**src/design/mstg_pkg.sv**
```systemverilog
// Shared types, codes and constants of the melody sequencer tone generator.
// No dependencies; every other design file but mstg_if imports this package.
`default_nettype none

package mstg_pkg;

   // Request kinds carried in the req_type field
   typedef enum logic [1:0] {
      REQ_TICK        = 2'd0,
      REQ_TOGGLE_PLAY = 2'd1,
      REQ_NEXT_SONG   = 2'd2,
      REQ_WRITE_ENTRY = 2'd3
   } req_kind_type;

   // Playback phase
   typedef enum logic [1:0] {
      PH_IDLE  = 2'd0,
      PH_ENTRY = 2'd1,
      PH_GAP   = 2'd2
   } phase_type;

   // Control register indexes and reset values
   localparam logic [7:0]  CSR_DELAY_UNIT_TICKS   = 8'd0;
   localparam logic [7:0]  CSR_GAP_UNITS          = 8'd1;
   localparam logic [25:0] DELAY_UNIT_TICKS_RESET = 26'd4000000;
   localparam logic [7:0]  GAP_UNITS_RESET        = 8'd40;

   // Note codes
   localparam logic [7:0] CODE_SHORT_PAUSE = 8'd254;
   localparam logic [7:0] CODE_LAST_TONE   = 8'd20;

   typedef struct packed {
      logic [1:0] req_type;
      logic [1:0] song_number;
      logic [7:0] entry_index;
      logic [7:0] note_code;
      logic [7:0] hold_units;
   } req_payload_type;

   typedef struct packed {
      logic       speaker_level;
      logic       playing;
      logic [1:0] current_song;
      logic [7:0] current_entry;
   } rsp_payload_type;

   typedef struct packed {
      logic [25:0] delay_unit_ticks;
      logic [7:0]  gap_units;
   } cfg_type;

   // Read side of the song store: song and position of the next state
   typedef struct packed {
      logic [1:0] song;
      logic [7:0] pos;
   } store_rd_type;

   // Write side of the song store; entry word is {hold, code}
   typedef struct packed {
      logic        en;
      logic [1:0]  song;
      logic [7:0]  entry;
      logic [15:0] data;
   } store_wr_type;

   // Prefetched entries: entry 0 of the song and the entry after pos
   typedef struct packed {
      logic [15:0] first_entry;
      logic [15:0] next_entry;
   } store_data_type;

   // Half period of each tone, in ticks minus one
   function automatic logic [14:0] tone_half_period_of(input logic [4:0] idx);
      logic [14:0] val;
      case (idx)
         5'd0:    val = 15'd30534;
         5'd1:    val = 15'd27211;
         5'd2:    val = 15'd24242;
         5'd3:    val = 15'd22923;
         5'd4:    val = 15'd20408;
         5'd5:    val = 15'd18182;
         5'd6:    val = 15'd16194;
         5'd7:    val = 15'd15289;
         5'd8:    val = 15'd13621;
         5'd9:    val = 15'd12135;
         5'd10:   val = 15'd11454;
         5'd11:   val = 15'd10204;
         5'd12:   val = 15'd9091;
         5'd13:   val = 15'd8099;
         5'd14:   val = 15'd7645;
         5'd15:   val = 15'd6810;
         5'd16:   val = 15'd6067;
         5'd17:   val = 15'd5727;
         5'd18:   val = 15'd5102;
         5'd19:   val = 15'd4545;
         5'd20:   val = 15'd4050;
         default: val = 15'd0;
      endcase
      return val;
   endfunction

endpackage

`default_nettype wire

```
**src/design/mstg_rsp_buf.sv**
```systemverilog
// Two-entry response buffer between the engine and the response channel, so
// a request is taken while one response waits. Depends on mstg_pkg.
`default_nettype none

module mstg_rsp_buf (
   input  logic                      clock,
   input  logic                      reset,
   input  logic                      push,
   input  mstg_pkg::rsp_payload_type push_data,
   output logic                      in_ready,
   output logic                      out_valid,
   input  logic                      out_ready,
   output mstg_pkg::rsp_payload_type out_data
);
   import mstg_pkg::*;

   rsp_payload_type head_ff, head_in;
   rsp_payload_type tail_ff, tail_in;
   logic [1:0]      count_ff, count_in;
   logic            pop;

   assign pop       = out_valid && out_ready;
   assign in_ready  = (count_ff != 2'd2);
   assign out_valid = (count_ff != 2'd0);
   assign out_data  = head_ff;

   // Push/pop bookkeeping
   always_comb begin
      head_in  = head_ff;
      tail_in  = tail_ff;
      count_in = count_ff;
      case ({push, pop})
         2'b10: begin
            if (count_ff == 2'd0) begin
               head_in = push_data;
            end else begin
               tail_in = push_data;
            end
            count_in = count_ff + 2'd1;
         end
         2'b01: begin
            head_in  = tail_ff;
            count_in = count_ff - 2'd1;
         end
         2'b11: begin
            if (count_ff == 2'd1) begin
               head_in = push_data;
            end else begin
               head_in = tail_ff;
               tail_in = push_data;
            end
         end
         default: ;
      endcase
   end

   always_ff @(posedge clock) begin
      if (reset) begin
         count_ff <= 2'd0;
      end else begin
         count_ff <= count_in;
      end
   end

   always_ff @(posedge clock) begin
      head_ff <= head_in;
      tail_ff <= tail_in;
   end

endmodule

`default_nettype wire

```
**config.mk**
```make
export PLATFORM = sky130hd
export DESIGN_NAME = mstg_rsp_buf
export DESIGN_NICKNAME = d
export VERILOG_FILES = /design/src/design/mstg_pkg.sv /design/src/design/mstg_rsp_buf.sv
export SDC_FILE = /design/constraint.sdc
export NUM_CORES = 1
export LEC_CHECK = 0
export BUFFER_PORTS_ARGS = -buffer_cell sky130_fd_sc_hd__buf_2
export CORE_MARGIN = 2
export CORE_UTILIZATION = 30
export CTS_BUF_LIST = sky130_fd_sc_hd__clkbuf_4
export DETAILED_ROUTE_END_ITERATION = 16
export GPL_TIMING_DRIVEN = 0
export HOLD_SLACK_MARGIN = 0.03
export PLACE_DENSITY = 0.58
export SETUP_SLACK_MARGIN = 0.3
export SLEW_MARGIN = 40
export SYNTH_ARGS = -nofsm -noshare
export SYNTH_HDL_FRONTEND = slang
export SYNTH_SLANG_ARGS = --single-unit
export TNS_END_PERCENT = 10
```
**constraint.sdc**
```tcl
create_clock -name clock -period 3.04 [get_ports clock]
set_input_delay 0.608 -clock clock [delete_from_list [all_inputs] [get_ports clock]]
set_output_delay 0.608 -clock clock [all_outputs]
set_load 0.005 [all_outputs]
```
==> results of run 1 <==
cell usage after synthesis:
master     n
a211oi_1   1
a21oi_1    2
a22oi_1   10
a22oi_2    2
buf_2      2
buf_6      2
dfxtp_1    2
edfxtp_1  24
ha_1       8
inv_1      7
mux2_2     2
mux2_4    10
nand2_1   26
nor2_1     2
nor2_2     1
nor2b_1    1
o21ai_0    2
o21ai_1    1
xor2_1     1
layout make-up:
class	instances	area, sq um	share of cell area (%)
Clock buffer	3	22.5	1.39
Clock inverter	1	30.0	1.85
Buffer	4	32.5	2.01
Sequential cell	26	761	46.9
Inverter	7	26.3	1.62
Multi-Input combinational cell	69	539	33.3
Tap cell	52	65.1	4.01
Timing Repair Buffer	29	145	8.95
how the worst max path moves through the flow:
stage / startpoint / endpoint / depth (start not counted)
after CTS: count_ff[0] / tail_ff[3] / 6
after global routing: count_ff[0] / tail_ff[3] / 6
final: count_ff[0] / tail_ff[0] / 6
after floorplan: count_ff[0] / tail_ff[0] / 6
after detailed placement: count_ff[0] / tail_ff[8] / 6
after global placement: count_ff[0] / tail_ff[3] / 6
layer usage:
| metal | global-route usage (%) | up-vias |
|---|---|---|
| met1 | 13.1 | 432 |
| met3 | 3.28 | 4 |
| li1 | - | 446 |
| met5 | 0 | - |
| met4 | 2.52 | 0 |
| met2 | 19.7 | 24 |
report_power, final:
part / leakage [nW] / switching, mW / internal (mW)
combinational: 0.426 / 0.208 / 0.183
clock: 0.0279 / 0.109 / 0.133
sequential: 0.248 / 0.0339 / 0.509
total: 0.702 / 0.351 / 0.826
cell families after synthesis:
family | count (synthesis) | share of synthesized area, %
fa+ha+maj | 8 | 7.41
xor+xnor | 1 | 0.648
mux | 12 | 12.8
buf+inv | 11 | 4.35
compound gates | 18 | 9.81
simple gates | 30 | 8.70
flops | 26 | 56.3
state kept, by name, indices dropped and copies added, names as in the netlist:
signal,cells
out_data,12
tail_ff,12
count_ff,2
stage by stage:
stage	std cells	utilization (%)	setup WS, ns	instance area (sq um)
detailed placement	187	36.0	0.622	1570
floorplan	106	-	0.786	1350
CTS	191	37.2	0.608	1620
global placement	187	35.9	0.366	1560
finish	191	37.2	0.655	1620
global route	191	37.2	0.444	1620
==> flow_summary.ini, run 1 <==
[finish]
drive_above_1_share_pct = 38.8
layout_commonest_cell = buf_2
final_cell_mix = 31 x buf_2, 26 x nand2_1, 24 x edfxtp_1, 10 x a22oi_1, 10 x mux2_4
fin_nets = 164
synthToLayoutAreaGrowth_pct = 20.0
fill_cells = 427
antennaDiodeCount = 0

[floorplanning]
start_util_pct = 31.0
ios = 30
core_sq_mm = 0.00435
die_h_um = 71.1
num_rows = 24
die_area_sq_mm = 0.00506
die_x_um = 71.1

[detailed_routing]
route.met2.wl_mm = 1.37
drcViolationCount = 0
drt_pass1_iterations = 4
vias_per_cell = 4.74
wl_met3_um = 128
top_layer = met4
vias = 906
drt_iter0_markers = 51
wl_per_cell_um = 14.2
ant_nets = 0
drt-met1-wl_mm = 1.19
wirelength_mm = 2.71

[setup_path]
worstReg2RegEnd = tail_ff[0]
cp.arrival_ns = 2.36
slowest_delay_ns = 0.57
critPathKind = flip-flop to flip-flop
slowest_stage = a21oi_2
cp_common_cell = ha_1
worst-path-max-fanout = 12
required_ns = 3.02
reg2reg_from = count_ff[0]
reg2regPathDepth = 6
r2r_slack_ns = 0.66
crit_chain = inv_1 > ha_1 > nor2b_1 > ha_1 > o21ai_0 > a21oi_2
path_buf_inv = 1
cp-start-kind = flip-flop
cp_top_family = compound AO/OA/AOI/OAI gates
crit_path_end_kind = flip-flop

[global_routing]
grt_usage_pct = 11.0
grt_overflow = 0
grt_max_degree = 16
grt_antenna_before_repair = 0
grt_pass1_wl_mm = 4.33
grt_pass1_vias = 923

[status]
status = complete, no violations

[power_and_ir_drop]
irDropWorstVdd_v = 0.000271
leakagePower_nw = 0.702
power_density_mw_per_mm2 = 726
power_mw = 1.18

[synthesis]
synth_area_per_cell_sq_um = 12.7
synth_top_area_share_pct = 53.3
syn-cell-area_sq_mm = 0.00135
ys.warnings.count = 0
synth_cells = 106
synth_nets = 130
synth_seq_cells = 26
ys_top_cells_by_area = edfxtp_1 53%, mux2_4 11%, ha_1 7.4%, nand2_1 7.2%, a22oi_1 5.6%
synth_area_leader_cell = edfxtp_1
ys_seq_area_share_pct = 56.3
synth_cell_types = 19

[min_path]
hp-start = reset
holdCritPathClass = input pin to flip-flop
whs_endpoint = count_ff[0]
min_delay_path_depth = 2

[timing]
fin_crit_ns = 2.38
setup_viol = 0
timing.final.crit_share_pct = 78.4
worstMarginPinSlew_ns = 0.744
fin_worst_skew_ns = 0.00454
holdWs_ns = 0.435
setup_tns_ns = 0
rsz0062_at_grt = no
maxSlewHeadroom_pct = 50.4
drv_slew = 0
fmax_mhz = 419
finalHoldViolCount = 0

[run]
maxCapViolCount = 0

[clocking]
clk_pin_slew_worst_paths_ns = 0.14
insertion_delay_ns = 0.33
cts_resized = 0
cts_root_buf = clkbuf_4
postCtsHoldBufs = 0
clockBufferDepth = 2
cts_max_level = 1
cts_sinks = 26
cts_tree = yes
cts_buffers = 3
postCtsSetupRepairBufs = 0

[place]
port_buffers = 29
gp_congestion = 0.719
place_hpwl_mm = 1.94
(Power assumes the default switching activity.)
==> inputs of run 2 (changes only) <==
- ABC_AREA: unset -> 1
- PLACE_DENSITY: 0.58 -> 0.61
- clock period: 3.04 -> 2 ns (I/O delays scaled with it)
==> flow_summary.ini, run 2 <==
[finish]
fill_cells = 378
fin_util_pct = 42.5
antennaDiodeCount = 0
synthToLayoutAreaGrowth_pct = 34.0
final_cell_mix = 33 x nand2_1, 29 x buf_2, 24 x edfxtp_1, 12 x nand3_1, 9 x inv_1
fin_nets = 170
layout_commonest_cell = nand2_1
drive_above_1_share_pct = 40.0

[status]
status = complete, no violations

[global_routing]
gr-usage-met1_pct = 10.5
grt_pass1_wl_mm = 3.35
met3_usage_pct = 3.72
grt_overflow = 0
grt_antenna_before_repair = 0
top_usage_layer = met2
grt_pass1_vias = 789
grt_usage_pct = 10.3
grt_max_degree = 16
use_met2_pct = 19.3

[detailed_routing]
drt_pass1_iterations = 5
wirelength_mm = 2.21
wl_per_cell_um = 11.5
drcViolationCount = 0
vias_per_cell = 4.38
ant_nets = 0
vias = 845
drt_iter0_markers = 25

[power_and_ir_drop]
switchingPower_mw = 0.487
power_density_mw_per_mm2 = 1080
comb_power_share_pct = 32.5
power_frac_seq_pct = 46.5
switching_share_pct = 28.5
power_mw = 1.71
p_int_mw = 1.22
p_clk_share_pct = 21.0
leakagePower_nw = 0.703
irDropWorstVdd_v = 0.000711

[synthesis]
syn-cell-area_sq_mm = 0.00118
synth_edf_count = 24
ys_top_cells_by_area = edfxtp_1 61%, nand2_1 11%, ha_1 8.5%, nand3_1 5.1%, inv_1 4.1%
ys.warnings.count = 0
async_flop_share_pct = 0
ys_seq_area_share_pct = 64.5
synth_nets = 130
synth_common_cells = 35 x nand2_1, 24 x edfxtp_1, 13 x inv_1
synth_flop_cell = edfxtp_1
synth_top_area_share_pct = 61.1
synth.most_common_cell = nand2_1
synth_area_leader_cell = edfxtp_1
synth_area_per_cell_sq_um = 11.1
synth_cell_types = 13
synth_cells = 106
synth_seq_cells = 26

[timing]
rsz0062_at_grt = yes
fin_worst_skew_ns = 0.00990
setup_tns_ns = 0
drv_slew = 0
timing.final.crit_share_pct = 85.4
finalHoldViolCount = 0
setup_viol = 0
worstMarginPinSlew_ns = 0.660
fin_crit_ns = 1.71
maxSlewHeadroom_pct = 56.0
fmax_mhz = 586

[setup_path]
r2r_slack_ns = 0.29
worst-path-max-fanout = 6
cp-start-kind = flip-flop
required_ns = 2.05
critPathKind = flip-flop to flip-flop
cp.arrival_ns = 1.76
crit_path_end_kind = flip-flop

[floorplanning]
num_rows = 22
core_sq_mm = 0.00372
die_x_um = 66.7
die_area_sq_mm = 0.00445
die_h_um = 66.7
ios = 30
start_util_pct = 31.7

[clocking]
insertion_delay_ns = 0.32
cts_tree = yes
cts_sinks = 26
clk_pin_slew_worst_paths_ns = 0.13
cts_root_buf = clkbuf_4
cts_buffers = 3
cts_max_level = 1
clockBufferDepth = 2

[place]
gp_congestion = 0.721
port_buffers = 29
place_hpwl_mm = 1.54

[min_path]
holdCritPathClass = input pin to flip-flop

[run]
maxCapViolCount = 0
run 2: cell count changes after synthesis, sizes merged, moves of 2 or more:
cell   delta
nand3    +13
a22oi    -12
mux2     -12
nand2    +11
inv       +7
buf       -2
nor2      -2
run 2: critical path, stage by stage, from the launching register on:
cell and delay (ns):
dfxtp_4 0.39, inv_4 0.06, ha_4 0.15, inv_4 0.04, nand2_4 0.08, inv_4 0.05, ha_4 0.17, nand2_2 0.06
o21ai_2 0.07, a21oi_4 0.19, clkbuf_16 0.19
run 2: power by group through the flow:
stage | registers (mW) | logic, mW | clock network [mW]
after floorplan | 0.816 | 0.276 | 0
after global placement | 0.806 | 0.432 | 0
after detailed placement | 0.807 | 0.454 | 0
after CTS | 0.793 | 0.484 | 0.377
after global routing | 0.806 | 0.622 | 0.388
final | 0.794 | 0.555 | 0.359
run 2: worst paths after layout:
kind	from	cells past startpoint	endpoint
min reg2reg	tail_ff[10]	2	out_data[10]
max	count_ff[0]	10	tail_ff[4]
min	reset	2	count_ff[0]
max reg2reg	count_ff[0]	10	tail_ff[4]
run 2: cell type report:
type                            instances  area [sq um]  share of cell area [%]
Sequential cell                        26           764                    48.4
Tap cell                               48          60.1                    3.80
Multi-Input combinational cell         64           399                    25.3
Inverter                               14          60.1                    3.80
Buffer                                  2          22.5                    1.43
Clock inverter                          1          30.0                    1.90
Clock buffer                            3          22.5                    1.43
Timing Repair Buffer                   35           220                    13.9
run 2: metal layers:
layer  share of wire, %  routed length (um)  vias to the layer above
li1                   -                   -                      426
met1                 38                 849                      387
met2                 54                1200                       30
met3                6.8                 150                        2
met4               0.45                  10                        0
met5                  0                   0                        -
run 2: through the flow:
step                hold slack, ns  instance area (sq um)  cells  setup slack [ns]
floorplan                    0.462                   1220    106             0.376
global placement             0.486                   1420    183             0.155
detailed placement           0.495                   1430    183             0.169
CTS                          0.209                   1500    188             0.280
global route                 0.216                   1580    193             0.224
finish                       0.229                   1580    193             0.293
run 2: cell families after synthesis:
kind of cell    after synthesis  share of synthesized area (%)
buf+inv                      16                           6.37
simple gates                 51                           18.5
compound gates                5                           2.12
fa+ha+maj                     8                           8.49
flops                        26                           64.5
run 2: timing repair:
action	4_1_cts	5_1_grt
pin swaps	0	3
endpoints found under the setup margin	12	22
hold buffers	0	0
gates cloned	0	1
buffers inserted	1	4
resized for setup	0	8
==> inputs of run 3 (changes only) <==
--- a/config.mk
+++ b/config.mk
@@ -9,10 +9,10 @@
 export BUFFER_PORTS_ARGS = -buffer_cell sky130_fd_sc_hd__buf_2
 export CORE_MARGIN = 2
-export CORE_UTILIZATION = 30
+export CORE_UTILIZATION = 49
 export CTS_BUF_LIST = sky130_fd_sc_hd__clkbuf_4
 export DETAILED_ROUTE_END_ITERATION = 16
 export GPL_TIMING_DRIVEN = 0
 export HOLD_SLACK_MARGIN = 0.03
-export PLACE_DENSITY = 0.61
+export PLACE_DENSITY = 0.87
 export SETUP_SLACK_MARGIN = 0.3
 export SLEW_MARGIN = 40
==> constraint.sdc (replaced) <==
create_clock -name clock -period 2 [get_ports clock]
set_input_delay 0.3 -clock clock [delete_from_list [all_inputs] [get_ports clock]]
set_output_delay 0.3 -clock clock [all_outputs]
set_load 0.005 [all_outputs]
==> flow_summary.ini, run 3 (synthesized netlist as in run 2, its figures left out) <==
[detailed_routing]
vias_per_cell = 5.05
wirelength_mm = 2.32
drcViolationCount = 0
drt_pass1_iterations = 5
drt_iter0_markers = 7
wl_per_cell_um = 13.3
vias = 878
ant_nets = 0

[global_routing]
grt_overflow = 0
grt_antenna_before_repair = 0
grt_pass1_vias = 810
grt_pass1_wl_mm = 3.39
grt_max_degree = 15
grt_usage_pct = 17.5

[floorplanning]
ios = 30
die_h_um = 53.0
die_x_um = 53.0
die_area_sq_mm = 0.00281
num_rows = 17
core_sq_mm = 0.00223
start_util_pct = 52.8

[clocking]
postCtsHoldBufs = 0
cts_buffers = 3
clk_pin_slew_worst_paths_ns = 0.12
cts_sinks = 26
clockBufferDepth = 2
insertion_delay_ns = 0.33
cts_max_level = 1
cts_root_buf = clkbuf_4
cts_tree = yes

[status]
status = complete, no violations

[timing]
finalHoldViolCount = 0
worstMarginPinSlew_ns = 0.654
fin_crit_ns = 1.70
holdWs_ns = 0.132
fin_worst_skew_ns = 0.0103
setup_viol = 0
setup_tns_ns = 0
timing.final.crit_share_pct = 85.2
drv_slew = 0
fmax_mhz = 587
maxSlewHeadroom_pct = 56.4
rsz0062_at_grt = yes

[power_and_ir_drop]
p_int_mw = 1.11
switching_share_pct = 30.6
p_clk_share_pct = 14.9
power_mw = 1.60
switchingPower_mw = 0.490
comb_power_share_pct = 35.2
power_frac_seq_pct = 49.9
irDropWorstVdd_v = 0.000631
leakagePower_nw = 0.702
power_density_mw_per_mm2 = 1040

[min_path]
holdCritPathClass = input pin to flip-flop

[setup_path]
cp_common_cell = inv_4
slowest_delay_ns = 0.38
worst-path-max-fanout = 6
critPathKind = flip-flop to flip-flop
required_ns = 2.05
cp-start-kind = flip-flop
crit_chain = inv_4 > ha_4 > inv_4 > nand2_4 > inv_4 > ha_4 > nand2_2 > o21ai_2 > a21oi_4 > clkbuf_16
slowest_stage = dfxtp_4
crit_path_end_kind = flip-flop
cp.arrival_ns = 1.76

[finish]
antennaDiodeCount = 0
fin_util_pct = 69.0
multi_input_area_sq_um = 402
drive_above_1_share_pct = 39.7
synthToLayoutAreaGrowth_pct = 30.8
ff_latch_area_sq_um = 764
final_cell_mix = 33 x nand2_1, 29 x buf_2, 24 x edfxtp_1, 12 x nand3_1, 9 x inv_1
layout_commonest_cell = nand2_1
fin_nets = 171
fill_cells = 183
design_area_sq_mm = 0.00154

[place]
port_buffers = 29
placed_area_sq_mm = 0.00140
place_hpwl_mm = 1.59
gp_congestion = 0.789

[run]
maxCapViolCount = 0
-- run 3: cell types whose count changed in the layout (fill, tap and decap cells not counted) --
cell | before | now
clkbuf_4 | 3 | 4
nand2_2 | 3 | 2
buf_4 | 4 | 5
ha_2 | 1 | 0
nand2_4 | 1 | 2
ha_1 | 5 | 6
bufinv_16 | 1 | 0
-- run 3: area by class of cell --
class / count / area share [%]
multi-input combinational: 64 / 26.1
timing repair buffer: 36 / 14.8
buffer: 2 / 1.46
sequential: 26 / 49.6
tap: 28 / 2.27
inverter: 14 / 3.90
clock buffer: 4 / 1.95
-- run 3: worst paths after layout --
| path | start | end | slack (ns) | cells after the start |
|---|---|---|---|---|
| min | reset | count_ff[0] | 0.13 | 2 |
| max reg2reg | count_ff[0] | tail_ff[9] | 0.30 | 10 |
| max | count_ff[0] | tail_ff[9] | 0.30 | 10 |
| min reg2reg | tail_ff[4] | out_data[4] | 0.53 | 2 |
-- run 3: per-stage QoR --
stage / std cells / setup WS, ns
2_1_floorplan: 106 / 0.376
3_3_place_gp: 163 / 0.199
5_1_grt: 174 / 0.240
4_1_cts: 168 / 0.310
6_report: 174 / 0.296
3_5_place_dp: 163 / 0.189
-- run 3: metal layers --
layer	vias to the layer above	wire [um]	GRT usage [%]
met2	32	1260	32.3
met3	4	127	3.39
li1	432	-	-
met1	410	881	18.5
met5	-	0	0
met4	0	46	9.40
-- run 3: what timing repair did --
action                     4_1_cts  5_1_grt
gates cloned                     0        1
resized for setup                0        8
setup endpoints to repair       12       22
setup buffers                    1        5
pin swaps                        0        2
-- run 3: power groups by stage --
stage                     clock network, mW  logic (mW)  registers (mW)
after detailed placement                  0       0.449           0.812
after global placement                    0       0.421           0.805
after floorplan                           0       0.276           0.816
final                                 0.239       0.564           0.799
after CTS                             0.241       0.476           0.799
after global routing                  0.261       0.630           0.812
-- run 3: critical path, delay by kind of cell, from the launching register on --
family | cells | cell delay (ns)
flops | 1 | 0.38
buf+inv | 4 | 0.34
fa+ha+maj | 2 | 0.33
compound gates | 2 | 0.25
simple gates | 2 | 0.14
