### config.mk
export PLATFORM = sky130hd
export DESIGN_NAME = mstg_engine
export DESIGN_NICKNAME = d
export VERILOG_FILES = /design/src/design/mstg_pkg.sv /design/src/design/mstg_engine.sv
export SDC_FILE = /design/constraint.sdc
export NUM_CORES = 1
export LEC_CHECK = 0
export BUFFER_PORTS_ARGS = -buffer_cell sky130_fd_sc_hd__buf_2
export CORE_MARGIN = 2
export CORE_UTILIZATION = 50
export DETAILED_ROUTE_END_ITERATION = 16
export PLACE_DENSITY = 0.72
export SLEW_MARGIN = 40
export SYNTH_ARGS = -nofsm -noshare
export SYNTH_HDL_FRONTEND = slang
export SYNTH_SLANG_ARGS = --single-unit
### constraint.sdc
create_clock -name clock -period 9.55 [get_ports clock]
set_input_delay 0.955 -clock clock [delete_from_list [all_inputs] [get_ports clock]]
set_output_delay 0.955 -clock clock [all_outputs]
set_load 0.005 [all_outputs]
### src/design/mstg_pkg.sv
// Shared types, codes and constants of the melody sequencer tone generator.
// No dependencies; every other design file but mstg_if imports this package.
`default_nettype none

package mstg_pkg;

   // Request kinds carried in the req_type field
   typedef enum logic [1:0] {
      REQ_TICK        = 2'd0,
      REQ_TOGGLE_PLAY = 2'd1,
      REQ_NEXT_SONG   = 2'd2,
      REQ_WRITE_ENTRY = 2'd3
   } req_kind_type;

   // Playback phase
   typedef enum logic [1:0] {
      PH_IDLE  = 2'd0,
      PH_ENTRY = 2'd1,
      PH_GAP   = 2'd2
   } phase_type;

   // Control register indexes and reset values
   localparam logic [7:0]  CSR_DELAY_UNIT_TICKS   = 8'd0;
   localparam logic [7:0]  CSR_GAP_UNITS          = 8'd1;
   localparam logic [25:0] DELAY_UNIT_TICKS_RESET = 26'd4000000;
   localparam logic [7:0]  GAP_UNITS_RESET        = 8'd40;

   // Note codes
   localparam logic [7:0] CODE_SHORT_PAUSE = 8'd254;
   localparam logic [7:0] CODE_LAST_TONE   = 8'd20;

   typedef struct packed {
      logic [1:0] req_type;
      logic [1:0] song_number;
      logic [7:0] entry_index;
      logic [7:0] note_code;
      logic [7:0] hold_units;
   } req_payload_type;

   typedef struct packed {
      logic       speaker_level;
      logic       playing;
      logic [1:0] current_song;
      logic [7:0] current_entry;
   } rsp_payload_type;

   typedef struct packed {
      logic [25:0] delay_unit_ticks;
      logic [7:0]  gap_units;
   } cfg_type;

   // Read side of the song store: song and position of the next state
   typedef struct packed {
      logic [1:0] song;
      logic [7:0] pos;
   } store_rd_type;

   // Write side of the song store; entry word is {hold, code}
   typedef struct packed {
      logic        en;
      logic [1:0]  song;
      logic [7:0]  entry;
      logic [15:0] data;
   } store_wr_type;

   // Prefetched entries: entry 0 of the song and the entry after pos
   typedef struct packed {
      logic [15:0] first_entry;
      logic [15:0] next_entry;
   } store_data_type;

   // Half period of each tone, in ticks minus one
   function automatic logic [14:0] tone_half_period_of(input logic [4:0] idx);
      logic [14:0] val;
      case (idx)
         5'd0:    val = 15'd30534;
         5'd1:    val = 15'd27211;
         5'd2:    val = 15'd24242;
         5'd3:    val = 15'd22923;
         5'd4:    val = 15'd20408;
         5'd5:    val = 15'd18182;
         5'd6:    val = 15'd16194;
         5'd7:    val = 15'd15289;
         5'd8:    val = 15'd13621;
         5'd9:    val = 15'd12135;
         5'd10:   val = 15'd11454;
         5'd11:   val = 15'd10204;
         5'd12:   val = 15'd9091;
         5'd13:   val = 15'd8099;
         5'd14:   val = 15'd7645;
         5'd15:   val = 15'd6810;
         5'd16:   val = 15'd6067;
         5'd17:   val = 15'd5727;
         5'd18:   val = 15'd5102;
         5'd19:   val = 15'd4545;
         5'd20:   val = 15'd4050;
         default: val = 15'd0;
      endcase
      return val;
   endfunction

endpackage

`default_nettype wire

### src/design/mstg_engine.sv
// Playback engine: phase, unit and tone counters, speaker level. Computes the
// next state per request and drives the store prefetch. Depends on mstg_pkg.
`default_nettype none

module mstg_engine #(
   parameter int SONG_COUNT       = 3,
   parameter int ENTRIES_PER_SONG = 256
) (
   input  logic                     clock,
   input  logic                     reset,
   input  logic                     fire,
   input  mstg_pkg::req_payload_type req,
   input  mstg_pkg::cfg_type         cfg,
   input  mstg_pkg::store_data_type  store_data,
   output mstg_pkg::store_rd_type    store_rd,
   output mstg_pkg::store_wr_type    store_wr,
   output mstg_pkg::rsp_payload_type result
);
   import mstg_pkg::*;

   typedef struct packed {
      phase_type   ph;
      logic [9:0]  units;
      logic        tone_on;
      logic [14:0] thp;
   } load_type;

   phase_type   phase_ff, phase_in;
   logic        play_ff, play_in;
   logic [1:0]  song_ff, song_in;
   logic [7:0]  pos_ff, pos_in;
   logic [9:0]  units_ff, units_in;
   logic [25:0] utick_ff, utick_in;
   logic [14:0] thp_ff, thp_in;
   logic [14:0] tcount_ff, tcount_in;
   logic        tone_on_ff, tone_on_in;
   logic        spk_ff, spk_in;
   load_type    ld;

   // Decode one song entry into the state it starts
   function automatic load_type load_entry(input logic [15:0] e, input logic [7:0] gap,
                                           input logic [14:0] thp_cur);
      load_type   r;
      logic [7:0] code;
      logic [7:0] hold;
      code      = e[7:0];
      hold      = e[15:8];
      r.thp     = thp_cur;
      r.tone_on = 1'b0;
      if (hold == 8'd0) begin
         r.ph    = PH_GAP;
         r.units = {2'b00, gap};
      end else begin
         r.ph = PH_ENTRY;
         if (code == CODE_SHORT_PAUSE) begin
            r.units = 10'd1;
         end else begin
            r.units = {hold, 2'b00};
            if (code <= CODE_LAST_TONE) begin
               r.tone_on = 1'b1;
               r.thp     = tone_half_period_of(code[4:0]);
            end
         end
      end
      return r;
   endfunction

   // Next state for the accepted request
   always_comb begin
      phase_in   = phase_ff;
      play_in    = play_ff;
      song_in    = song_ff;
      pos_in     = pos_ff;
      units_in   = units_ff;
      utick_in   = utick_ff;
      thp_in     = thp_ff;
      tcount_in  = tcount_ff;
      tone_on_in = tone_on_ff;
      spk_in     = spk_ff;
      ld         = '0;

      if (fire) begin
         case (req_kind_type'(req.req_type))
            REQ_TICK: begin
               if (play_ff) begin
                  // leaving idle: start at entry 0
                  if (phase_ff == PH_IDLE) begin
                     pos_in     = 8'd0;
                     ld         = load_entry(store_data.first_entry, cfg.gap_units, thp_in);
                     phase_in   = ld.ph;
                     units_in   = ld.units;
                     tone_on_in = ld.tone_on;
                     thp_in     = ld.thp;
                     utick_in   = 26'd0;
                     tcount_in  = 15'd0;
                  end
                  // square wave divider
                  if (tone_on_in) begin
                     if (tcount_in >= thp_in) begin
                        spk_in    = ~spk_in;
                        tcount_in = 15'd0;
                     end else begin
                        tcount_in = tcount_in + 15'd1;
                     end
                  end
                  // unit timer
                  if (units_in != 10'd0) begin
                     utick_in = utick_in + 26'd1;
                     if (utick_in >= cfg.delay_unit_ticks) begin
                        utick_in = 26'd0;
                        units_in = units_in - 10'd1;
                     end
                  end
                  // advance to the next entry, the gap, or back to entry 0
                  if (units_in == 10'd0) begin
                     if (phase_in == PH_GAP) begin
                        pos_in     = 8'd0;
                        ld         = load_entry(store_data.first_entry, cfg.gap_units,
                                                thp_in);
                        phase_in   = ld.ph;
                        units_in   = ld.units;
                        tone_on_in = ld.tone_on;
                        thp_in     = ld.thp;
                     end else if (({1'b0, pos_in} + 9'd1) >= 9'(ENTRIES_PER_SONG)) begin
                        phase_in   = PH_GAP;
                        units_in   = {2'b00, cfg.gap_units};
                        tone_on_in = 1'b0;
                     end else begin
                        pos_in     = pos_in + 8'd1;
                        ld         = load_entry(store_data.next_entry, cfg.gap_units,
                                                thp_in);
                        phase_in   = ld.ph;
                        units_in   = ld.units;
                        tone_on_in = ld.tone_on;
                        thp_in     = ld.thp;
                     end
                     utick_in  = 26'd0;
                     tcount_in = 15'd0;
                  end
               end
            end
            REQ_TOGGLE_PLAY, REQ_NEXT_SONG: begin
               if (req.req_type == REQ_TOGGLE_PLAY) begin
                  play_in = ~play_ff;
               end else begin
                  song_in = (({1'b0, song_ff} + 3'd1) >= 3'(SONG_COUNT)) ? 2'd0
                                                                        : song_ff + 2'd1;
               end
               // stop at once
               phase_in   = PH_IDLE;
               pos_in     = 8'd0;
               units_in   = 10'd0;
               utick_in   = 26'd0;
               tcount_in  = 15'd0;
               tone_on_in = 1'b0;
               spk_in     = 1'b0;
            end
            default: ;
         endcase
      end
   end

   // Store access: write port straight from the request, reads from next state
   always_comb begin
      store_wr.en    = fire && (req.req_type == REQ_WRITE_ENTRY);
      store_wr.song  = req.song_number;
      store_wr.entry = req.entry_index;
      store_wr.data  = {req.hold_units, req.note_code};
      store_rd.song  = song_in;
      store_rd.pos   = pos_in;
   end

   assign result.speaker_level = spk_in;
   assign result.playing       = play_in;
   assign result.current_song  = song_in;
   assign result.current_entry = pos_in;

   // Phase register
   always_ff @(posedge clock) begin
      if (reset) begin
         phase_ff <= PH_IDLE;
      end else begin
         phase_ff <= phase_in;
      end
   end

   // Counters and playback state
   always_ff @(posedge clock) begin
      if (reset) begin
         play_ff    <= 1'b0;
         song_ff    <= 2'd0;
         pos_ff     <= 8'd0;
         units_ff   <= 10'd0;
         utick_ff   <= 26'd0;
         thp_ff     <= 15'd0;
         tcount_ff  <= 15'd0;
         tone_on_ff <= 1'b0;
         spk_ff     <= 1'b0;
      end else begin
         play_ff    <= play_in;
         song_ff    <= song_in;
         pos_ff     <= pos_in;
         units_ff   <= units_in;
         utick_ff   <= utick_in;
         thp_ff     <= thp_in;
         tcount_ff  <= tcount_in;
         tone_on_ff <= tone_on_in;
         spk_ff     <= spk_in;
      end
   end

   // Idle must sit at entry 0 so the next-entry prefetch points at entry 1
   a_idle_at_start: assert property (@(posedge clock) disable iff (reset)
      phase_ff == PH_IDLE |-> pos_ff == 8'd0 && units_ff == 10'd0 && !tone_on_ff)
      else $error("idle phase with live position or counters");

   a_stopped_is_idle: assert property (@(posedge clock) disable iff (reset)
      !play_ff |-> phase_ff == PH_IDLE)
      else $error("playback disabled but phase not idle");

   a_stop_clears: assert property (@(posedge clock) disable iff (reset)
      fire && (req.req_type == REQ_TOGGLE_PLAY || req.req_type == REQ_NEXT_SONG)
      |=> phase_ff == PH_IDLE && !spk_ff && utick_ff == 26'd0)
      else $error("stop did not clear playback state");

   a_tone_count_bound: assert property (@(posedge clock) disable iff (reset)
      tone_on_ff |-> tcount_ff <= thp_ff)
      else $error("tone counter past half period");

   a_write_keeps_state: assert property (@(posedge clock) disable iff (reset)
      fire && req.req_type == REQ_WRITE_ENTRY
      |=> pos_ff == $past(pos_ff) && phase_ff == $past(phase_ff) && spk_ff == $past(spk_ff))
      else $error("entry write disturbed playback");

endmodule

`default_nettype wire

==> flow_summary.json, run 1 <==
{
  "status": "completed",
  "slew_headroom_pct": 47.5,
  "worst_slew_pin_slew_ns": 0.786,
  "min_from": "thp_ff[0]",
  "rows": 47,
  "groute.usage.overall_pct": 26.6,
  "synth_common_cells": "131 x nand2_1, 98 x nor2_1, 91 x a21oi_1",
  "synthFlopType": "dfxtp_1",
  "placed_cells": 1378,
  "vias_per_cell": 6.21,
  "synthArstFlopShare_pct": 0,
  "syn_inst": 1163,
  "grt-ovfl-total": 0,
  "yosysSeqAreaShare_pct": 19.3,
  "ant_nets": 0,
  "crit_top_cell": "nor2_1",
  "p_sw_share_pct": 28.9,
  "cp_max_fo": 11,
  "switchingPower_mw": 0.256,
  "period_share_pct": 84.2,
  "gp_congestion": 0.927,
  "power_frac_seq_pct": 38.5,
  "io_buffers": 93,
  "synth_top_area_share_pct": 19.3,
  "synth.most_common_cell": "nand2_1",
  "clock-sinks": 81,
  "final.setup.tns_ns": 0,
  "critPathLaunch": "phase_ff[0]",
  "p_int_mw": 0.628,
  "criticalPathCategory": "reg2out",
  "regArea_mm2": 0.00162,
  "multi_input_area_mm2": 0.00600,
  "grt_max_degree": 51,
  "stdcell_count": 1394,
  "syn_to_final_growth_pct": 6.60,
  "grt_pass1_wl_mm": 38.7,
  "power_density_mw_per_mm2": 98.4,
  "die_area_mm2": 0.0179,
  "worst_setup_path_start_kind": "flop",
  "antenna_found_initial": 0,
  "cts_resized": 0,
  "fin_worst_skew_ns": 0.0110,
  "cp_top_family": "simple AND/OR/NAND/NOR gates",
  "yosys.area.top_type": "dfxtp_1",
  "die_h_um": 134,
  "drv_cap": 0,
  "die_w_um": 134,
  "route.met2.wl_mm": 11.1,
  "max_freq_ghz": 0.124,
  "n_antenna_cell": 0,
  "slowest_stage": "or4_1",
  "max_stage_delay_ns": 0.77,
  "leakagePower_nw": 3.60,
  "path_buf_inv": 1,
  "rsz0062_at_grt": "no",
  "synth_area_leaders": "dfxtp_1 19%, ha_1 9.5%, nand2_1 5.8%",
  "numCtsBuffers": 9,
  "pin_count": 146,
  "wl_met1_mm": 10.6,
  "fillCellCount": 1610,
  "cts_root_buf": "clkbuf_16",
  "hold_viol": 0,
  "ys_seq_elements": 81,
  "cts_hold_buf": 0,
  "finalNetCount": 1330,
  "cts_tree": "done",
  "post-cts-setup-buffers": 0,
  "r2r_cells": 26,
  "p_comb_share_pct": 16.6,
  "first_pass_iters": 6,
  "place_hpwl_mm": 17.6,
  "route.met3.wl_mm": 1.70,
  "final_max_slew_viol_count": 0,
  "wl_per_cell_um": 17.3,
  "start_util_pct": 51.0,
  "drc_errors": 0,
  "worst-r2r-setup-slack_ns": 2.27,
  "clk_pin_slew_ns": 0.07,
  "crit_arrival_ns": 7.09,
  "clkPwrFrac_pct": 44.9,
  "drt_iter0_drc": 1076,
  "synth_edf_count": 0,
  "reg2reg_to": "tcount_ff[14]",
  "holdCritPathClass": "reg2reg",
  "synth_area_mm2": 0.00842,
  "max-vdd-ir-drop_mv": 0.0908,
  "core_area_mm2": 0.0165,
  "ys_warn_count": 0,
  "r2r_start": "phase_ff[0]",
  "synth.distinct_cells": 82,
  "fin_crit_ns": 8.04,
  "worstHoldEndpoint": "thp_ff[0]",
  "routed-via-count": 8651,
  "top_layer_used": "met4",
  "syn_area_per_cell_um2": 7.24,
  "end_kind": "primary output",
  "whs_path_depth": 2,
  "final-setup-viol-count": 0,
  "worstSkewPairLatency_ns": 0.36,
  "drive_gt1_share_pct": 13.3,
  "wirelength_mm": 24.2,
  "grt_pass1_vias": 7786,
  "syn_nets": 1324,
  "cts_max_level": 3,
  "required_ns": 8.60,
  "cts_buffer_depth": 2,
  "fin_util_pct": 54.3
}
## power groups by stage
stage | registers (mW) | clock network [mW] | logic [mW]
after floorplan | 0.348 | 0 | 0.105
after global placement | 0.348 | 0 | 0.142
after detailed placement | 0.348 | 0 | 0.143
after CTS | 0.340 | 0.398 | 0.144
after global routing | 0.340 | 0.409 | 0.163
final | 0.340 | 0.397 | 0.147
## registers in the layout, summed over array words and instances (netlist names), 2 cells and up
register,flops
song_ff,2
thp_ff,15
units_ff,10
tcount_ff,15
phase_ff,2
pos_ff,8
utick_ff,26
## how the worst max path moves through the flow
stage                   to  depth (start not counted)
3_3_place_gp     result[7]                         26
3_5_place_dp     result[7]                         26
6_report         result[7]                         26
2_1_floorplan  store_rd[6]                         36
5_1_grt        store_rd[7]                         26
4_1_cts          result[7]                         26
## kinds of logic after synthesis
kind of cell / Yosys count / synth area share [%]
simple gates: 425 / 25.2
compound gates: 379 / 30.7
buf+inv: 161 / 9.60
flops: 81 / 19.3
fa+ha+maj: 64 / 9.51
xor+xnor: 39 / 4.06
mux: 14 / 1.68
## cell usage in the layout, fill, tap and decap left out, types with 12 or more instances in the layout
cell       instances
nand2_1          130
nor2_1            98
buf_2             93
a21oi_1           91
o21ai_0           84
dfxtp_1           81
ha_1              64
inv_1             50
nand3_1           34
and2_1            28
nor3_1            23
a31oi_1           21
xnor2_1           20
a22o_1            20
nand4_1           19
xor2_1            19
nor4_1            15
a2bb2oi_1         15
mux2i_1           13
buf_4             12
## metal layers
metal	track usage, %	vias to the layer above
li1	-	4236
met1	34.9	3979
met2	43.3	376
met3	5.18	60
met4	10.0	0
met5	0	-
## layout make-up
cell class / count / share of cell area (%)
Multi-Input combinational cell: 921 / 66.9
Inverter: 51 / 2.13
Clock inverter: 6 / 1.00
Tap cell: 220 / 3.07
Timing Repair Buffer: 105 / 6.19
Sequential cell: 81 / 18.1
Clock buffer: 10 / 2.66
## tightest hold or removal path: cells and delay by family, from the launching register on
| family | cells | cell delay (ns) |
|---|---|---|
| AND/OR/NAND/NOR | 1 | 0.06 |
| AO/OA/AOI/OAI | 1 | 0.05 |
| flip-flops | 1 | 0.33 |
## stage by stage
step | worst slack [ns] | hold slack [ns] | power (mW) | cell area (um^2)
floorplan | 1.36 | 0.440 | 0.453 | 8420
detailed placement | 1.94 | 0.467 | 0.491 | 8640
global route | 0.788 | 0.498 | 0.912 | 8980
CTS | 1.52 | 0.478 | 0.882 | 8970
finish | 1.51 | 0.480 | 0.884 | 8980
global placement | 2.14 | 0.454 | 0.490 | 8630
Note: power is estimated with default switching activity, not from simulation.
==> inputs of run 2 (changes only) <==
- PLACE_DENSITY: 0.72 -> 0.75
- clock period: 9.55 -> 6.85 ns (I/O delays scaled with it)
==> run 2 against run 1 <==
Against the previous run:
- cell area rose by 2.9%
- clock skew grew 0.0019 ns
- wire length rose by 2.0%
- sequential cell count stayed put
- combinational power rose by 41%
- via count is 0.76% higher
- die area unchanged
- critical path type unchanged
==> flow_summary.json, run 2 (synthesis results as in run 1) <==
{
  "status": "completed",
  "r2r_cells": 27,
  "io_buffers": 93,
  "reg_top3": "utick_ff x26, tcount_ff x15, thp_ff x15",
  "crit_arrival_ns": 5.89,
  "fin_util_pct": 55.9,
  "cp_max_fo": 11,
  "start_util_pct": 51.0,
  "max_freq_ghz": 0.152,
  "cts_tree": "done",
  "max-vdd-ir-drop_mv": 0.145,
  "place_hpwl_mm": 17.9,
  "antenna_found_initial": 0,
  "drv_cap": 0,
  "hold_slack_ns": 0.478,
  "routed-via-count": 8717,
  "drive_gt1_share_pct": 16.1,
  "setup_ws_ns": 0.272,
  "slew_headroom_pct": 47.9,
  "numCtsBuffers": 9,
  "grt_max_degree": 51,
  "gp_congestion": 0.942,
  "die_w_um": 134,
  "criticalPathCategory": "reg2out",
  "grt_pass1_wl_mm": 39.1,
  "finalNetCount": 1340,
  "holdCritPathClass": "reg2reg",
  "wl_per_cell_um": 17.5,
  "ant_nets": 0,
  "grt-ovfl-total": 0,
  "end_kind": "primary output",
  "pin_count": 146,
  "period_share_pct": 96.0,
  "top_register": "utick_ff",
  "cts_root_buf": "clkbuf_16",
  "clk_pin_slew_ns": 0.06,
  "whs_path_depth": 2,
  "worst_slew_pin_slew_ns": 0.782,
  "syn_to_final_growth_pct": 9.72,
  "slowest_stage": "or4_4",
  "clock-sinks": 81,
  "die_h_um": 134,
  "grt_pass1_vias": 7915,
  "required_ns": 6.16,
  "final_max_slew_viol_count": 0,
  "crit_top_cell": "nor2b_4",
  "groute.usage.overall_pct": 26.8,
  "rows": 47,
  "leakagePower_nw": 3.71,
  "pre_cts_ws_ns": 0.0435,
  "vias_per_cell": 6.21,
  "hold_viol": 0,
  "core_area_mm2": 0.0165,
  "fillCellCount": 1586,
  "cts_buffer_depth": 2,
  "power_density_mw_per_mm2": 130,
  "drc_errors": 0,
  "first_pass_iters": 5,
  "cts_hold_buf": 0,
  "p_total_mw": 1.20,
  "die_area_mm2": 0.0179,
  "n_antenna_cell": 0,
  "worstSkewPairLatency_ns": 0.36,
  "cts_max_level": 3,
  "final-setup-viol-count": 0,
  "max_stage_delay_ns": 0.59,
  "worst_setup_path_start_kind": "flop",
  "final_cell_mix": "129 x nand2_1, 96 x nor2_1, 93 x buf_2",
  "layout_commonest_cell": "nand2_1",
  "drt_iter0_drc": 857,
  "wirelength_mm": 24.6,
  "fin_crit_ns": 6.58,
  "fin_worst_skew_ns": 0.0129,
  "largest_reg_flops": 26
}
## run 2: stage by stage
stage | area [um^2] | std cells | TNS [ns]
5_1_grt | 9240 | 1404 | -0.116
3_3_place_gp | 8750 | 1381 | 0
3_5_place_dp | 8770 | 1383 | 0
2_1_floorplan | 8560 | 1163 | -0.00286
6_report | 9240 | 1404 | 0
4_1_cts | 9100 | 1399 | 0
## run 2: timing repair
item	in CTS	in global routing
gates resized for setup	6	18
cloned	0	1
buffers inserted	0	4
pin swaps	0	11
endpoints found under the setup margin	16	22
## run 2: layout make-up
cell class              instances  area [um^2]  share of cell area (%)
flip-flops and latches         81         1630                    17.6
clock inverters                 6         72.6                   0.785
clock buffers                  10          239                    2.59
inverters                      51          191                    2.07
repair buffers                114          631                    6.83
well taps                     220          275                    2.98
multi-input cells             922         6200                    67.2
## run 2: critical path, delay by kind of cell (launching register included)
kind                       cells  cell delay [ns]
xor gates and xnor gates       1             0.16
buffers and inverters          2             0.31
adders and majority gates      2             0.41
and+or+nand+nor               17             3.28
AOI/OAI and AO/OA              5             0.95
DFF                            1             0.42
## run 2: path summary, 6_finish.rpt
path / from / endpoint / slack [ns]
max: phase_ff[1] / result[6] / 0.27
min: thp_ff[4] / thp_ff[4] / 0.48
max reg2reg: phase_ff[1] / tcount_ff[4] / 0.54
min reg2reg: thp_ff[4] / thp_ff[4] / 0.48
## run 2: routing by layer
metal  routed length (um)  global-route usage (%)  vias up  share of wire, %
li1                     -                       -     4240                 -
met1                10500                    34.6     4050                43
met2                11600                    44.4      376                47
met3                 1930                    5.06       51               7.8
met4                  616                    9.99        0               2.5
met5                    0                       0        -                 0
## run 2: where the power goes
group          leakage [nW]  total, mW  internal, mW  switching, mW
combinational          2.91      0.208        0.0742          0.134
clock                 0.150      0.519         0.297          0.223
sequential            0.653      0.474         0.472        0.00189
total                  3.71       1.20         0.843          0.358
==> inputs of run 3 (changes only) <==
- CELL_PAD_IN_SITES_DETAIL_PLACEMENT: default -> 1
- CELL_PAD_IN_SITES_GLOBAL_PLACEMENT: default -> 2
- CORE_UTILIZATION: 50 -> 29
- PLACE_DENSITY: 0.75 -> default
- PLACE_DENSITY_LB_ADDON: default -> 0.1
==> run 3 against run 2 <==
Against the previous run:
- wire length increased by 25%
- largest power group unchanged
- first-iteration DRC count is 52% lower
- combinational power increased by 5%
- final cell count rose by 13%
- register-to-register slack improved by 0.22 ns
- cell area up 3.5%
- sequential share of layout area shrank 0.62 points
- maximum frequency rose by 1.1%
- utilization decreased by 23 points
- critical endpoint is now store_rd[0]
- clock skew rose by 0.0045 ns
==> flow_summary.json, run 3 (synthesis results as in run 1) <==
{
  "first_pass_iters": 4,
  "criticalPathCategory": "reg2out",
  "start_util_pct": 29.4,
  "clk_pin_slew_ns": 0.07,
  "drt_iter0_drc": 408,
  "io_buffers": 93,
  "slowest_stage": "or4_4",
  "top_register": "utick_ff",
  "wl_per_cell_um": 19.4,
  "drive_gt1_share_pct": 18.2,
  "setup_ws_ns": 0.342,
  "switchingPower_mw": 0.384,
  "pre_cts_ws_ns": 0.0878,
  "max_freq_ghz": 0.154,
  "pin_count": 146,
  "routed-via-count": 8526,
  "p_sw_share_pct": 32.4,
  "vias_per_cell": 5.35,
  "end_kind": "primary output",
  "status": "completed",
  "leakagePower_nw": 3.78,
  "hold_slack_ns": 0.481,
  "clkPwrFrac_pct": 41.6,
  "wirelength_mm": 30.9,
  "grt-ovfl-total": 0,
  "fin_crit_ns": 6.51,
  "holdCritPathClass": "reg2reg",
  "crit_arrival_ns": 5.82,
  "worstSkewPairLatency_ns": 0.36,
  "rows": 62,
  "cts_max_level": 3,
  "period_share_pct": 95.0,
  "drc_errors": 0,
  "cts_buffer_depth": 2,
  "place_hpwl_mm": 23.4,
  "hold_viol": 0,
  "ant_nets": 0,
  "power_frac_seq_pct": 40.0,
  "core_area_mm2": 0.0286,
  "grt_pass1_wl_mm": 48.6,
  "max-vdd-ir-drop_mv": 0.0741,
  "gp_congestion": 0.816,
  "worst_setup_path_start_kind": "flop",
  "groute.usage.overall_pct": 20.1,
  "worst_slew_pin_slew_ns": 0.801,
  "cts_tree": "done",
  "power_density_mw_per_mm2": 124,
  "fin_worst_skew_ns": 0.0174,
  "syn_to_final_growth_pct": 13.6,
  "die_w_um": 174,
  "max_stage_delay_ns": 0.62,
  "required_ns": 6.16,
  "path_buf_inv": 2,
  "largest_reg_flops": 26,
  "final_max_slew_viol_count": 0,
  "final_cell_mix": "129 x nand2_1, 95 x nor2_1, 94 x buf_2",
  "n_antenna_cell": 0,
  "reg_top3": "utick_ff x26, tcount_ff x15, thp_ff x15",
  "slew_headroom_pct": 46.5,
  "p_int_mw": 0.802,
  "grt_max_degree": 51,
  "die_h_um": 174,
  "cts_root_buf": "clkbuf_16",
  "antenna_found_initial": 0,
  "die_area_mm2": 0.0304,
  "finalNetCount": 1365,
  "p_comb_share_pct": 18.4,
  "final-setup-viol-count": 0,
  "cp_max_fo": 10,
  "cp_top_family": "simple AND/OR/NAND/NOR gates",
  "grt_pass1_vias": 8546,
  "numCtsBuffers": 9,
  "clock-sinks": 81,
  "drv_cap": 0,
  "layout_commonest_cell": "nand2_1"
}
## run 3: power groups by stage
stage,Combinational [mW],Sequential (mW),Clock (mW)
2_1_floorplan,0.148,0.485,0
3_3_place_gp,0.218,0.485,0
3_5_place_dp,0.218,0.485,0
4_1_cts,0.220,0.474,0.511
5_1_grt,0.245,0.475,0.530
6_report,0.219,0.474,0.493
## run 3: per-layer routing
| layer | vias up | GRT usage (%) | wire length (um) |
|---|---|---|---|
| met4 | 0 | 3.50 | 313 |
| met5 | - | 0 | 0 |
| met2 | 98 | 35.1 | 15000 |
| met1 | 4105 | 26.9 | 15000 |
| met3 | 18 | 2.08 | 649 |
| li1 | 4305 | - | - |
## run 3: cell type report
type / instances / area (um^2)
fillers: 3559 / 19100
flip-flops and latches: 81 / 1620
multi-input cells: 921 / 6170
inverters: 51 / 191
clock buffers: 9 / 225
repair buffers: 140 / 816
clock inverters: 7 / 61.3
well taps: 384 / 480
## run 3: metrics by stage
| stage | utilization, % | total power [mW] | cells | TNS, ns | area (um^2) |
|---|---|---|---|---|---|
| after global routing | 33.4 | 1.25 | 1593 | -0.0634 | 9560 |
| after CTS | 32.7 | 1.21 | 1575 | 0 | 9370 |
| after detailed placement | 31.7 | 0.704 | 1558 | 0 | 9060 |
| final | 33.4 | 1.19 | 1593 | 0 | 9560 |
| after floorplan | - | 0.633 | 1163 | -0.00286 | 8560 |
| after global placement | 31.6 | 0.703 | 1556 | 0 | 9040 |
## run 3: what timing repair did
action                                  in CTS  in global routing
endpoints found under the setup margin      16                 21
gates resized for setup                      3                 14
hold buffers                                 0                  0
buffers inserted                             1                 18
pin swaps                                    3                 15
## run 3: final timing paths
check / slack, ns / cells past startpoint / from / endpoint
hold / removal: 0.48 / 2 / thp_ff[4] / thp_ff[4]
setup / recovery: 0.34 / 26 / phase_ff[0] / store_rd[0]
setup reg to reg: 0.76 / 28 / phase_ff[0] / tcount_ff[4]
hold reg to reg: 0.48 / 2 / thp_ff[4] / thp_ff[4]
## run 3: worst reg2reg max path: cells and delay by family (launching register included)
kind | cells | cell delay, ns
AOI/OAI and AO/OA | 4 | 0.57
xor gates and xnor gates | 1 | 0.16
adders and majority gates | 2 | 0.47
buffers and inverters | 3 | 0.81
DFF | 1 | 0.33
and+or+nand+nor | 18 | 3.67
